===== src/rtl/core/mspfr_pkg.sv =====
`timescale 1ns / 1ps
`default_nettype none

package mspfr_pkg;

  localparam int unsigned ByteW  = 8;
  localparam int unsigned PhaseW = 3;

  // parser phases
  localparam logic [PhaseW-1:0] PhIdle    = 3'd0;
  localparam logic [PhaseW-1:0] PhDollar  = 3'd1;
  localparam logic [PhaseW-1:0] PhM       = 3'd2;
  localparam logic [PhaseW-1:0] PhDir     = 3'd3;
  localparam logic [PhaseW-1:0] PhLen     = 3'd4;
  localparam logic [PhaseW-1:0] PhPayload = 3'd5;
  localparam logic [PhaseW-1:0] PhCheck   = 3'd6;

  localparam logic [ByteW-1:0] ChDollar = 8'h24;
  localparam logic [ByteW-1:0] ChM      = 8'h4D;
  localparam logic [ByteW-1:0] ChArrow  = 8'h3E;

  // result kinds
  localparam logic KindPayload = 1'b0;
  localparam logic KindEof     = 1'b1;

  typedef struct packed {
    logic             kind;
    logic [ByteW-1:0] cmd_id;
    logic [ByteW-1:0] data_byte;
    logic [ByteW-1:0] byte_index;
    logic [ByteW-1:0] frame_len;
    logic             checksum_ok;
  } result_t;

endpackage

`default_nettype wire


===== src/rtl/core/mspfr_if.sv =====
`timescale 1ns / 1ps
`default_nettype none

interface mspfr_byte_if;
  logic       valid;
  logic       ready;
  logic [7:0] rx_byte;

  modport source (output valid, output rx_byte, input ready);
  modport sink (input valid, input rx_byte, output ready);
endinterface

interface mspfr_result_if;
  logic       valid;
  logic       ready;
  logic       kind;
  logic [7:0] cmd_id;
  logic [7:0] data_byte;
  logic [7:0] byte_index;
  logic [7:0] frame_len;
  logic       checksum_ok;

  modport source (
    output valid, output kind, output cmd_id, output data_byte,
    output byte_index, output frame_len, output checksum_ok, input ready
  );
  modport sink (
    input valid, input kind, input cmd_id, input data_byte,
    input byte_index, input frame_len, input checksum_ok, output ready
  );
endinterface

interface mspfr_cfg_if;
  logic       valid;
  logic       ready;
  logic [7:0] direction_char;

  modport source (output valid, output direction_char, input ready);
  modport sink (input valid, input direction_char, output ready);
endinterface

`default_nettype wire


===== src/rtl/core/mspfr_parser.sv =====
`timescale 1ns / 1ps
`default_nettype none

module mspfr_parser
  import mspfr_pkg::*;
(
  input  wire logic             clk_i,
  input  wire logic             rst_ni,
  input  wire logic             step_i,
  input  wire logic [ByteW-1:0] byte_i,
  input  wire logic [ByteW-1:0] direction_char_i,
  output      logic             res_valid_o,
  output      result_t          res_o
);

  logic [PhaseW-1:0] phase_q, phase_d;
  logic [ByteW-1:0]  len_q, len_d;
  logic [ByteW-1:0]  cnt_q, cnt_d;
  logic [ByteW-1:0]  cmd_q, cmd_d;
  logic [ByteW-1:0]  xor_q, xor_d;
  logic [ByteW-1:0]  cnt_inc;

  assign cnt_inc = cnt_q + 8'd1;

  always_comb begin
    phase_d     = phase_q;
    len_d       = len_q;
    cnt_d       = cnt_q;
    cmd_d       = cmd_q;
    xor_d       = xor_q;
    res_valid_o = 1'b0;
    res_o       = '{kind: KindPayload, cmd_id: cmd_q, data_byte: byte_i,
                    byte_index: cnt_q, frame_len: len_q, checksum_ok: 1'b0};
    unique case (phase_q)
      PhDollar: begin
        phase_d = (byte_i == ChM) ? PhM : PhIdle;
      end
      PhM: begin
        phase_d = (byte_i == direction_char_i) ? PhDir : PhIdle;
      end
      PhDir: begin
        len_d   = byte_i;
        xor_d   = byte_i;
        phase_d = PhLen;
      end
      PhLen: begin
        cmd_d   = byte_i;
        xor_d   = xor_q ^ byte_i;
        phase_d = (len_q == '0) ? PhCheck : PhPayload;
      end
      PhPayload: begin
        res_valid_o = 1'b1;
        xor_d       = xor_q ^ byte_i;
        cnt_d       = cnt_inc;
        if (cnt_inc >= len_q) begin
          phase_d = PhCheck;
        end
      end
      PhCheck: begin
        res_valid_o       = 1'b1;
        res_o.kind        = KindEof;
        res_o.data_byte   = '0;
        res_o.byte_index  = '0;
        res_o.checksum_ok = (byte_i == xor_q);
        phase_d           = PhIdle;
      end
      default: begin
        len_d   = '0;
        cnt_d   = '0;
        cmd_d   = '0;
        xor_d   = '0;
        phase_d = (byte_i == ChDollar) ? PhDollar : PhIdle;
      end
    endcase
  end

  always_ff @(posedge clk_i or negedge rst_ni) begin
    if (!rst_ni) begin
      phase_q <= PhIdle;
      len_q   <= '0;
      cnt_q   <= '0;
      cmd_q   <= '0;
      xor_q   <= '0;
    end else if (step_i) begin
      phase_q <= phase_d;
      len_q   <= len_d;
      cnt_q   <= cnt_d;
      cmd_q   <= cmd_d;
      xor_q   <= xor_d;
    end
  end

endmodule

`default_nettype wire


===== src/rtl/core/msp_frame_receiver.sv =====
// msp v1 frame receiver
// byte_i: one received serial byte per transfer. Frames are '$', 'M',
// direction byte, length, command, payload bytes and an xor checksum byte.
// result_o: one transfer per payload byte (kind 0, with command, byte and
// index) and one per checksum byte (kind 1, with length and checksum_ok).
// Header bytes and bytes between frames produce no result.
// cfg_i: writes the expected direction byte, reset value '>'; it is always
// ready and is to be written only while no frame is in flight.
// Result path: each byte passes through the input register, the combinational
// parser and then the output register.
// Throughput: one byte per cycle unless the result sink stalls; the parser
// state updates once per byte. Reset returns the parser to idle, empties
// both registers and restores the direction byte.
// When the result sink stalls, the output register holds its transfer, the
// input register holds its byte, and byte_i.ready is low while both are full.
`timescale 1ns / 1ps
`default_nettype none

module msp_frame_receiver
  import mspfr_pkg::*;
(
  input  wire logic   clk_i,
  input  wire logic   rst_ni,
  mspfr_cfg_if.sink      cfg_i,
  mspfr_byte_if.sink     byte_i,
  mspfr_result_if.source result_o
);

  logic             in_valid_q;
  logic [ByteW-1:0] in_byte_q;
  logic [ByteW-1:0] dir_q;
  logic             out_valid_q;
  result_t          out_q;
  logic             advance;
  logic             in_ready;
  logic             res_valid;
  result_t          res;

  assign cfg_i.ready = 1'b1;

  always_ff @(posedge clk_i or negedge rst_ni) begin
    if (!rst_ni) begin
      dir_q <= ChArrow;
    end else if (cfg_i.valid) begin
      dir_q <= cfg_i.direction_char;
    end
  end

  assign advance      = !out_valid_q || result_o.ready;
  assign in_ready     = !in_valid_q || advance;
  assign byte_i.ready = in_ready;

  // input register
  always_ff @(posedge clk_i or negedge rst_ni) begin
    if (!rst_ni) begin
      in_valid_q <= 1'b0;
    end else if (in_ready) begin
      in_valid_q <= byte_i.valid;
    end
  end

  always_ff @(posedge clk_i) begin
    if (in_ready && byte_i.valid) begin
      in_byte_q <= byte_i.rx_byte;
    end
  end

  mspfr_parser u_parser (
    .clk_i            (clk_i),
    .rst_ni           (rst_ni),
    .step_i           (in_valid_q && advance),
    .byte_i           (in_byte_q),
    .direction_char_i (dir_q),
    .res_valid_o      (res_valid),
    .res_o            (res)
  );

  // output register
  always_ff @(posedge clk_i or negedge rst_ni) begin
    if (!rst_ni) begin
      out_valid_q <= 1'b0;
    end else if (advance) begin
      out_valid_q <= in_valid_q && res_valid;
    end
  end

  always_ff @(posedge clk_i) begin
    if (advance && in_valid_q && res_valid) begin
      out_q <= res;
    end
  end

  assign result_o.valid       = out_valid_q;
  assign result_o.kind        = out_q.kind;
  assign result_o.cmd_id      = out_q.cmd_id;
  assign result_o.data_byte   = out_q.data_byte;
  assign result_o.byte_index  = out_q.byte_index;
  assign result_o.frame_len   = out_q.frame_len;
  assign result_o.checksum_ok = out_q.checksum_ok;

`ifndef SYNTHESIS
  a_ready_only_on_stall: assert property (@(posedge clk_i) disable iff (!rst_ni)
    !byte_i.ready |-> (in_valid_q && out_valid_q && !result_o.ready))
    else $error("input stalled without an output stall");

  a_eof_fields: assert property (@(posedge clk_i) disable iff (!rst_ni)
    (out_valid_q && out_q.kind == KindEof) |->
      (out_q.data_byte == '0 && out_q.byte_index == '0))
    else $error("end of frame carries payload fields");

  a_payload_fields: assert property (@(posedge clk_i) disable iff (!rst_ni)
    (out_valid_q && out_q.kind == KindPayload) |->
      (!out_q.checksum_ok && out_q.byte_index < out_q.frame_len))
    else $error("payload result out of frame bounds");
`endif

endmodule

`default_nettype wire

===== src/flat_wrapper.sv =====
// flat-port wrapper written by rule: the top's interface ports become plain ports
module msp_frame_receiver_flat import mspfr_pkg::*;
  (clk_i, rst_ni, cfg_i_valid, cfg_i_direction_char, cfg_i_ready, byte_i_valid, byte_i_rx_byte, byte_i_ready, result_o_valid, result_o_kind, result_o_cmd_id, result_o_data_byte, result_o_byte_index, result_o_frame_len, result_o_checksum_ok, result_o_ready);
  mspfr_cfg_if cfg_i_i ();
  mspfr_byte_if byte_i_i ();
  mspfr_result_if result_o_i ();
  input  wire logic clk_i;
  input  wire logic rst_ni;
  input wire logic [$bits(cfg_i_i.valid)-1:0] cfg_i_valid;
  input wire logic [$bits(cfg_i_i.direction_char)-1:0] cfg_i_direction_char;
  output wire logic [$bits(cfg_i_i.ready)-1:0] cfg_i_ready;
  input wire logic [$bits(byte_i_i.valid)-1:0] byte_i_valid;
  input wire logic [$bits(byte_i_i.rx_byte)-1:0] byte_i_rx_byte;
  output wire logic [$bits(byte_i_i.ready)-1:0] byte_i_ready;
  output wire logic [$bits(result_o_i.valid)-1:0] result_o_valid;
  output wire logic [$bits(result_o_i.kind)-1:0] result_o_kind;
  output wire logic [$bits(result_o_i.cmd_id)-1:0] result_o_cmd_id;
  output wire logic [$bits(result_o_i.data_byte)-1:0] result_o_data_byte;
  output wire logic [$bits(result_o_i.byte_index)-1:0] result_o_byte_index;
  output wire logic [$bits(result_o_i.frame_len)-1:0] result_o_frame_len;
  output wire logic [$bits(result_o_i.checksum_ok)-1:0] result_o_checksum_ok;
  input wire logic [$bits(result_o_i.ready)-1:0] result_o_ready;
  assign cfg_i_i.valid = cfg_i_valid;
  assign cfg_i_i.direction_char = cfg_i_direction_char;
  assign cfg_i_ready = cfg_i_i.ready;
  assign byte_i_i.valid = byte_i_valid;
  assign byte_i_i.rx_byte = byte_i_rx_byte;
  assign byte_i_ready = byte_i_i.ready;
  assign result_o_valid = result_o_i.valid;
  assign result_o_kind = result_o_i.kind;
  assign result_o_cmd_id = result_o_i.cmd_id;
  assign result_o_data_byte = result_o_i.data_byte;
  assign result_o_byte_index = result_o_i.byte_index;
  assign result_o_frame_len = result_o_i.frame_len;
  assign result_o_checksum_ok = result_o_i.checksum_ok;
  assign result_o_i.ready = result_o_ready;
  msp_frame_receiver u_core (.clk_i(clk_i), .rst_ni(rst_ni), .cfg_i(cfg_i_i), .byte_i(byte_i_i), .result_o(result_o_i));
endmodule

===== config.mk =====
export PLATFORM = sky130hd
export DESIGN_NAME = msp_frame_receiver_flat
export DESIGN_NICKNAME = d
export VERILOG_FILES = /design/src/rtl/core/mspfr_pkg.sv /design/src/rtl/core/mspfr_if.sv /design/src/rtl/core/mspfr_parser.sv /design/src/rtl/core/msp_frame_receiver.sv /design/src/flat_wrapper.sv
export SDC_FILE = /design/constraint.sdc
export NUM_CORES = 1
export LEC_CHECK = 0
export BUFFER_PORTS_ARGS = -buffer_cell sky130_fd_sc_hd__buf_2
export CAP_MARGIN = 30
export CORE_MARGIN = 2
export CORE_UTILIZATION = 45
export DETAILED_ROUTE_END_ITERATION = 8
export SLEW_MARGIN = 20
export SYNTH_ARGS = -nofsm -noshare
export SYNTH_HDL_FRONTEND = slang
export SYNTH_HIERARCHICAL = 1
export SYNTH_SLANG_ARGS = --single-unit

===== constraint.sdc =====
create_clock -name clk_i -period 3.68 [get_ports clk_i]
set_clock_uncertainty 0.1 [all_clocks]
set_input_delay 0 -clock clk_i [delete_from_list [all_inputs] [get_ports clk_i]]
set_output_delay 0 -clock clk_i [all_outputs]
set_load 0.03 [all_outputs]

==> impl_summary.md, run 1 <==
Status
The run finished with clean final reports.

Setup path
The largest single stage delay on the critical path is 450 ps. The nature of the critical path startpoint is a register. The number of buffers and inverters on the critical path is 0. The worst reg2reg path startpoint is u_core/u_parser/cnt_q[0].

The largest fanout on the critical path is 7. In this run the worst setup path begins at u_core/u_parser/cnt_q[0]. The required time of the critical path is 3820 ps.

The nature of the critical path endpoint is a register. The type of the setup path with the least slack is reg -> reg. The signal on the critical path passes through and3_1 -> and3_1 -> and3_4 -> xor2_2 -> ha_1 -> nor4bb_1 -> o211ai_1 -> a32oi_2 -> nand2_1 -> o31a_1. The kind of cell adding the most delay to the critical path is simple AND/OR/NAND/NOR gates. The cell type with the highest occurrence count on the critical path is sky130_fd_sc_hd__and3_1.

The slowest stage of the critical path is the sky130_fd_sc_hd__dfrtp_1 cell. STA puts the critical path data arrival time at 2640 ps.

Logic synthesis
A synthesized cell averages 11.89 µm². The Yosys step of the flow raised 6 warnings. The top-area cell type share of the netlist area is 0.2996.

Among all flip-flop cells after synthesis, the most frequent one is sky130_fd_sc_hd__edfxtp_1. Of all flip-flops after synthesis, the portion carrying an async set or reset was 0.5172. When the netlist entered floorplanning its net count stood at 384. The dominant combinational cell family by area after synthesis is compound AO/OA/AOI/OAI gates.

The synthesized netlist contains 56 unique library cells. The synthesized design spends more area on one cell type than any other, namely sky130_fd_sc_hd__edfxtp_1. The number of instances in the synthesized netlist is 354.

The sequential-to-total area share from yosys stat is 0.5685. The synthesized-area fraction occupied by and/or/nand/nor cells is 0.1331. The post-synthesis instance area is 4210 µm².

Counting flops with a built-in enable in the synthesized netlist gives 42. The post-synthesis xor/xnor area fraction is 0.04547. The area share of fa/ha/maj cells after synthesis is 0.02675. After synthesis, the share of cell area in mux cells is 0.03328. Sorting the synthesized cells by area gives the leading types as sky130_fd_sc_hd__edfxtp_1, sky130_fd_sc_hd__dfrtp_1, sky130_fd_sc_hd__dfstp_2, sky130_fd_sc_hd__mux2_4, sky130_fd_sc_hd__a22o_1. Synthesis inferred 87 register bits. The complex-gate fraction of the synthesized area was 0.1421.

CTS
TritonCTS built the clock tree. The count of clock tree sinks is 87. The number of setup buffers added after CTS is 0. The root buffer cell chosen for the clock tree is sky130_fd_sc_hd__clkbuf_8. After clock tree synthesis, the clock-pin slew on the worst setup and hold paths is 90 ps. The maximum clock insertion buffer count is 2. The number of buffers added to fix hold violations after cts is 29. The later pin in the worst-skew pair is clocked with a latency of 360 ps. Buffers inserted during clock tree synthesis total 9. The post-cts sizing count is 0. The level count of the clock H-tree is 3.

Placement
The sum of net half-perimeters after detailed placement is 6.076 mm. The total placed instance area is 4564 µm². The setup slack at placement is 1199 ps. The final RePlAce weighted congestion is 0.8640. The number of buffer cells added on primary ports is 56.

GRT
For this run the aggregate overflow at the end of global routing stands at 0. The overall track demand over capacity in global routing is 0.1887. The first global-routing pass estimated 14.69 mm of wire. The initial antenna violation count is 0.

The largest net degree at the start of global routing is 35. The via count of the first global-routing pass is 2900.

Floorplanning
The die is 100.7 µm wide. The initial core utilization is 0.4600. Measured along the y axis, the die boundary spans 100.7 µm.

The area of the die is 10150 µm². The area of the core region is 9153 µm². The I/O pin count is 58.

The number of cell rows is 35.

Pwr
The overall power consumption is 2.333 mW. The power per unit of standard cell area is 460.9 nW/µm². VDD sags by at most 0.1977 mV.

The leakage component of the power is 2.190 nW.

Detailed routing
The post-detailed-route via-to-cell ratio is 5.527. Summed over all layers, the routed wires come to 8.879 mm. The via count is 3023. The post-route antenna net violation count is 0. Dividing the detail-routed wire length by the instance count gives 16.23 µm. The DRC violation count after routing is 0. The pre-antenna-repair detailed-routing pass consisted of 5 iterations. For this block, the initial DRC count from the detailed router was 136.

Timing
The top achievable clock speed is 400.1 MHz. The number of setup violations in the final report is 0. The clock period could shrink to 2500 ps. The final cycle utilization of the critical path is 0.6792. The final worst-path setup slack is 1180 ps. Summed over all failing endpoints, the final setup total negative slack is 0 ps. The number of failing hold endpoints at the final stage is 0. Setup repair after global routing left no endpoint under its margin. Measured against its own limit, the worst slew margin works out to 0.4854. The max-slew violation count is 0.

The worst-margin pin slew is 771.9 ps.

Finish
At the end of the flow the core is filled with cells to 0.5531. Summing all non-filler instances in the final layout gives an area of 5062 µm². The final-stage net count is 461.

In the final layout, the share of cells above drive strength 1 is 0.2339. The total area of sequential cells is 2394 µm². Relative to the synthesized area, the layout overhead comes to 20.24%. The multi-input combinational cells in the finished layout cover a total of 1614 µm².

The filler cells instantiated in the layout total 784. 0 antenna diodes ended up in the layout.

Job
Max-cap violations in this run came to 0.

Worst hold path
The type of the most critical hold path is in -> async.
-- metrics by stage --
stage                     hold slack (ps)  instances
after floorplan                    -395.6        354
after global placement              77.35        500
after detailed placement           -157.2        501
after CTS                           39.70        546
after global routing                57.91        547
final                               40.42        547
-- registers in the layout, indices dropped and copies added (netlist names) --
name and count:
u_core/result_o.valid 1, u_core/result_o.frame_len 8, u_core/result_o.kind 1, u_core/result_o.data_byte 8, u_core/result_o.cmd_id 8, u_core/result_o.byte_index 8
u_core/result_o.checksum_ok 1, u_core/u_parser/xor_q 8, u_core/u_parser/len_q 8, u_core/in_byte_q 8, u_core/u_parser/phase_q 3, u_core/u_parser/cmd_q 8
u_core/u_parser/cnt_q 8, u_core/in_valid_q 1, u_core/dir_q 8
-- layer usage --
metal / up-vias / global-route usage / wire [µm]
met5: - / 0 / 0
met4: 0 / 0.05374 / 99
met3: 12 / 0.03883 / 399
met2: 93 / 0.2959 / 4215
met1: 1473 / 0.2671 / 4165
li1: 1445 / - / -
-- cell families (layout without fill, tap and decap cells) --
logic type      count (synthesis)  after routing
simple gates                   98             98
flops                          87             87
compound gates                 84             84
buf+inv                        44            126
xor+xnor                       21             21
mux                            10             10
fa+ha+maj                       9              9
other cells                     1              1
-- synthesized netlist by cell type, drive strengths merged (2+ instances only) --
master,count
a21oi,13
a221oi,2
a22o,13
a311oi,5
a32o,8
and2,20
and3,5
buf,16
clkbuf,10
dfrtp,40
dfstp,5
edfxtp,42
ha,9
inv,18
mux2,8
mux2i,2
nand2,21
nand2b,12
nand3,11
nand4,4
nor2,8
nor2b,2
nor3,2
nor4,4
nor4b,2
o211ai,2
o21a,2
o21ai,24
o221a,2
o22ai,5
o31ai,2
xnor2,12
xor2,9
-- area by class of cell --
type,instances,area share
Sequential cell,87,0.4728
Multi-Input combinational cell,223,0.3188
Timing Repair Buffer,92,0.1288
Tap cell,111,0.02743
Clock buffer,9,0.02447
Clock inverter,7,0.01434
Inverter,18,0.01335
-- placed cells by master, fill, tap and decap left out, drive strengths merged, types with 4 or more instances in the layout --
master        n
buf          63
edfxtp       42
dfrtp        40
dlygate4sd3  29
o21ai        24
nand2        21
and2         20
inv          19
a21oi        13
a22o         13
nand2b       12
xnor2        12
nand3        11
clkbuf        9
ha            9
xor2          9
mux2          8
nor2          8
a32o          8
dfstp         5
o22ai         5
a311oi        5
and3          5
nand4         4
nor4          4
clkinv        4
-- report_power, final --
part	switching, mW	leakage [nW]	total (mW)	internal [mW]
Sequential	0.0804	1.03	1.18	1.10
Combinational	0.277	1.06	0.486	0.209
Clock	0.353	0.0972	0.668	0.315
-- worst paths after layout --
check,depth (start not counted),to,slack [ps]
worst max-delay path,10,u_core/u_parser/phase_q[0],1180
worst min-delay path,3,u_core/u_parser/xor_q[5],40
worst max register to register,10,u_core/u_parser/phase_q[0],1180
worst min register to register,0,u_core/result_o.cmd_id[7],360
max in group asynchronous,3,u_core/u_parser/cnt_q[5],2370
min in group clk_i,2,u_core/in_byte_q[7],240
-- worst reg2reg max path: cells and delay by family (launching register included) --
family          cells  cell delay (ps)
compound gates      3              520
xor+xnor            1              150
fa+ha+maj           1              180
flops               1              450
simple gates        5             1000
(Power assumes the default switching activity.)
==> run 2: changes to the inputs <==
--- a/config.mk
+++ b/config.mk
@@ -5,11 +5,13 @@
 export SDC_FILE = /design/constraint.sdc
 export NUM_CORES = 1
 export LEC_CHECK = 0
+export ABC_AREA = 1
 export BUFFER_PORTS_ARGS = -buffer_cell sky130_fd_sc_hd__buf_2
 export CAP_MARGIN = 30
 export CORE_MARGIN = 2
 export CORE_UTILIZATION = 45
 export DETAILED_ROUTE_END_ITERATION = 8
+export PLACE_DENSITY = 0.65
 export SLEW_MARGIN = 20
 export SYNTH_ARGS = -nofsm -noshare
 export SYNTH_HDL_FRONTEND = slang
==> constraint.sdc (replaced) <==
create_clock -name clk_i -period 2.45 [get_ports clk_i]
set_clock_uncertainty 0.1 [all_clocks]
set_input_delay 0 -clock clk_i [delete_from_list [all_inputs] [get_ports clk_i]]
set_output_delay 0 -clock clk_i [all_outputs]
set_load 0.03 [all_outputs]
==> run 2 against run 1 <==
Net effect: global-route usage down 0.90 points; cell count up 15%; register-to-register slack worse by 980 ps; critical path type unchanged; critical path depth up 4; final area about the same; die area down 2.8%; synthesized area down 2.9%; via count up 1.2%; wire length down 6.0%; total power up 24%; setup slack worse by 980 ps.
==> impl_summary.md, run 2 <==
Setup path
In this run the worst setup path begins at u_core/u_parser/cnt_q[0]. The number of buffers and inverters on the critical path came to 1 (+1). The nature of the critical path startpoint is a register. The logic depth of the worst register-to-register path is 14 (+4). The slowest stage cell on the critical path is sky130_fd_sc_hd__dfrtp_2. The arrival time of data at the critical path endpoint is 2390 ps (-250 ps). The endpoint of the worst-slack reg-to-reg timing path is u_core/u_parser/phase_q[2]. In this design, the largest share of critical-path delay is due to simple AND/OR/NAND/NOR gates. The largest fanout on the critical path is 6 (-1). The worst register-to-register path begins at u_core/u_parser/cnt_q[0]. The worst setup path is of the reg -> reg kind. The required time of the critical path was 2590 ps (-1230 ps). Walking the worst path, the cells encountered are ha_1 -> nand3_1 -> nor2_1 -> nand2_1 -> xor2_1 -> inv_1 -> ha_1 -> nand2_1 -> a21oi_1 -> nor3_2 -> nand2_1 -> nand2_1 -> nand2_1 -> o21ai_0. The largest stage delay on the critical path was 440 ps (about the same). The cell that appears most often on the critical path is sky130_fd_sc_hd__nand2_1. The slack of the worst reg-to-reg path is 200 ps (-980 ps).

The end point of the critical path is u_core/u_parser/phase_q[2]. The path length in cells of the critical path is 14 (+4). The worst setup path is captured at a register.

Logic synthesis
The top-area cell type share of the netlist area came to 0.3085 (+0.008986). The number of distinct library cells after synthesis is 29 (-48%). The primary flip-flop cell chosen by synthesis mapping is sky130_fd_sc_hd__edfxtp_1.

Counting instances in the post-synthesis netlist gives the leading cell types as sky130_fd_sc_hd__nand2_1, sky130_fd_sc_hd__inv_1, sky130_fd_sc_hd__edfxtp_1, sky130_fd_sc_hd__dfrtp_1, sky130_fd_sc_hd__o21ai_0. Ranked by total cell area, the synthesized netlist is headed by sky130_fd_sc_hd__edfxtp_1, sky130_fd_sc_hd__dfrtp_1, sky130_fd_sc_hd__nand2_1, sky130_fd_sc_hd__inv_1, sky130_fd_sc_hd__o21ai_0. The post-synthesis net count was 454 (+18%). The count of flip-flops with a built-in enable after synthesis is 42 (unchanged). The most common cell in the synthesized netlist is sky130_fd_sc_hd__nand2_1.

The proportion of register bits with asynchronous set or reset after synthesis is 0.5172 (unchanged). The biggest area contributor in the post-synthesis netlist is sky130_fd_sc_hd__edfxtp_1. The post-synthesis average cell area is 9.641 µm² (-19%). The post-synthesis instance area is 4088 µm² (-2.9%). The number of instances in the synthesized netlist came to 424 (+20%). The Yosys warning count is 6 (unchanged). The sequential-to-total area share from yosys stat is 0.5856 (+0.01705). The post-synthesis sequential element count was 87 (unchanged).

CTS
The cell sitting at the root of the clock tree is a sky130_fd_sc_hd__clkbuf_8. The level count of the clock H-tree is 3 (unchanged). The total CTS buffers is 9 (unchanged). The post-CTS clock slew at the launch and capture registers of the worst setup and hold paths is 90 ps (about the same).

The maximum clock insertion buffer count is 2 (unchanged). The clock latency on the worst-skew pair is 350 ps (about the same). The count of clock tree sinks is 87 (unchanged).

TritonCTS built the clock tree.

Pwr
The leakage component of the power was 2.499 nW (+14%). The power per unit of standard cell area came to 571.9 nW/µm² (+24%). The switching power is 0.7237 mW (+1.9%). The maximum vdd drop is 0.3268 mV (+65%).

The combinational power share came to 0.074 (-0.134). The switching share of power came to 0.2500 (-0.05421). The fraction of power consumed by the clock network is 0.374 (+0.088). The internal cell power came to 2.171 mW (+34%). The proportion of power drawn by flip-flops and latches came to 0.552 (+0.047).

Worst hold path
The type of the most critical hold path is in -> async.

Floorplanning
The area of the die came to 9862 µm² (-2.8%). The initial core utilization is 0.4664 (+0.006434). The number of cell rows is 34 (-2.9%). The area of the core region is 8763 µm² (-4.3%). The I/O pin count was 58 (unchanged). The vertical die dimension is 99.31 µm (-1.4%). The horizontal extent of the die is 99.31 µm (-1.4%).

Detailed routing
The DRC violation total after the first TritonRoute iteration is 216 (+59%). The post-detailed-routing wire length is 8.344 mm (-6.0%). The post-detailed-route via-to-cell ratio is 4.857 (-12%). The total iterations of the first detailed-routing run was 6 (+1). The post-route antenna net violation count is 0 (unchanged).

The via count was 3060 (+1.2%). The DRC violation count after routing is 0 (unchanged). The final routed wire length divided by cell count is 13.24 µm (-18%).

Timing
The smallest hold slack is 1.051 ps (-39.37 ps). The number of setup violations in the final report is 0 (unchanged). The max-slew violation count is 0 (unchanged). The number of failing hold endpoints at the final stage is 0 (unchanged). The clock period minus final worst setup slack is 2246 ps (-253.9 ps). The relative slew slack came to 0.4233 (-0.06214). The final cycle utilization of the critical path is 0.9166 (+0.2374). Setup repair after global routing left no endpoint under its margin. The top achievable clock speed came to 445.3 MHz (+11%). The worst-margin pin slew was 861.9 ps (+90.03 ps). The final setup TNS is 0 ps (unchanged).

Job
The number of max-cap violations is 0 (unchanged).

Finish
The total area of sequential cells is 2395 µm² (about the same). The final-stage net count is 547 (+19%). The footprint of the multi-input gates was 1348 µm² (-17%). The most frequent standard cell in the layout excluding fill and tap cells is sky130_fd_sc_hd__nand2_1.

In the layout the commonest cells are sky130_fd_sc_hd__nand2_1, sky130_fd_sc_hd__inv_1, sky130_fd_sc_hd__buf_2, sky130_fd_sc_hd__edfxtp_1, sky130_fd_sc_hd__dfrtp_1. The fraction of layout cells with a size suffix above 1 is 0.1916 (-0.04237). The final-layout fill cell count was 749 (-4.5%). The non-filler instance count after layout is 630 (+15%). The area overhead of the layout relative to synthesis is 23.81%. The number of diodes is 0 (unchanged).

Status
The run finished with clean final reports.

GRT
The via count of the first global-routing pass is 2915 (+0.52%). The initial antenna violation count is 0 (unchanged). The largest net degree at the start of global routing is 31 (-11%). The overall track demand over capacity in global routing was 0.1797 (-0.009048). The total overflow reported by the global router came to 0 (unchanged).

The wire length of the first global-routing pass came to 13.84 mm (-5.8%).

Placement
The final RePlAce weighted congestion is 0.9193 (+6.4%). The sum of net half-perimeters after detailed placement is 5.788 mm (-4.7%). The post-placement cell count came to 578 (+15%). The number of buffer cells added on primary ports is 56 (unchanged).
## run 2: cell types whose count changed in the layout (fill, tap and decap cells not counted), sizes merged, moves of 7 or more
cell and change:
nand2 +79, inv +58, and2 -20, nor2 +18, nand3 +13, a22o -12
nand2b -12, a32o -8, dlygate4sd3 +7
## run 2: power groups by stage
| stage | Combinational (mW) | Clock [mW] | Sequential (mW) |
|---|---|---|---|
| finish | 0.213 | 1.08 | 1.60 |
| global route | 0.241 | 1.17 | 1.60 |
| detailed placement | 0.162 | 0 | 1.63 |
| global placement | 0.153 | 0 | 1.63 |
| CTS | 0.212 | 1.11 | 1.60 |
| floorplan | 0.122 | 0 | 1.60 |
## run 2: final cells by class
| cell class | instances | share of cell area |
|---|---|---|
| clock buffers | 9 | 0.02447 |
| clock inverters | 7 | 0.01928 |
| inverters | 73 | 0.05414 |
| multi-input cells | 251 | 0.2663 |
| flip-flops and latches | 87 | 0.4732 |
| well taps | 108 | 0.02670 |
| repair buffers | 95 | 0.1360 |
## run 2: timing repair
action / 4_1_cts / 5_1_grt
setup endpoints to repair: 0 / 3
hold endpoints to repair: 63 / 0
resized for setup: 0 / 2
hold buffers: 36 / 0
buffers inserted: 0 / 0
## run 2: routing by layer
layer  wire (µm)  global-route usage  up-vias
li1            -                   -     1564
met1        3938              0.2379     1423
met2        4020              0.2999       67
met3         306             0.03162        6
met4          77             0.06322        0
met5           0                   0        -
## run 2: worst min-delay path by stage
stage | depth (start not counted) | slack [ps] | end
2_1_floorplan | 0 | -400 | u_core/dir_q[0]
3_3_place_gp | 1 | 80 | u_core/in_byte_q[3]
3_5_place_dp | 1 | -140 | u_core/u_parser/xor_q[6]
4_1_cts | 2 | 2 | u_core/u_parser/xor_q[6]
5_1_grt | 2 | 30 | u_core/u_parser/xor_q[6]
6_report | 2 | 1 | u_core/u_parser/xor_q[6]
## run 2: cells by family after synthesis
family,after synthesis,synth area share
fa+ha+maj,9,0.02755
simple gates,162,0.1693
other cells,1,0.0009174
xor+xnor,17,0.03642
buf+inv,86,0.08785
compound gates,54,0.07040
mux,8,0.02204
flops,87,0.5856
## run 2: worst reg2reg max path: cells and delay by family, from the launching register on
family	cells	cell delay, ps
adder cells (fa/ha/maj)	2	500
AND/OR/NAND/NOR	8	600
AO/OA/AOI/OAI	2	210
XOR/XNOR	1	200
buffers and inverters	1	70
flip-flops	1	440
## run 2: metrics by stage
stage	power, mW	instance area (µm²)	util	setup slack [ps]
global route	3.016	5061	0.5775	8.926
floorplan	1.726	4095	-	255.1
detailed placement	1.791	4473	0.5104	193.0
CTS	2.919	5055	0.5768	170.0
global placement	1.782	4453	0.5081	261.3
finish	2.894	5061	0.5775	204.3
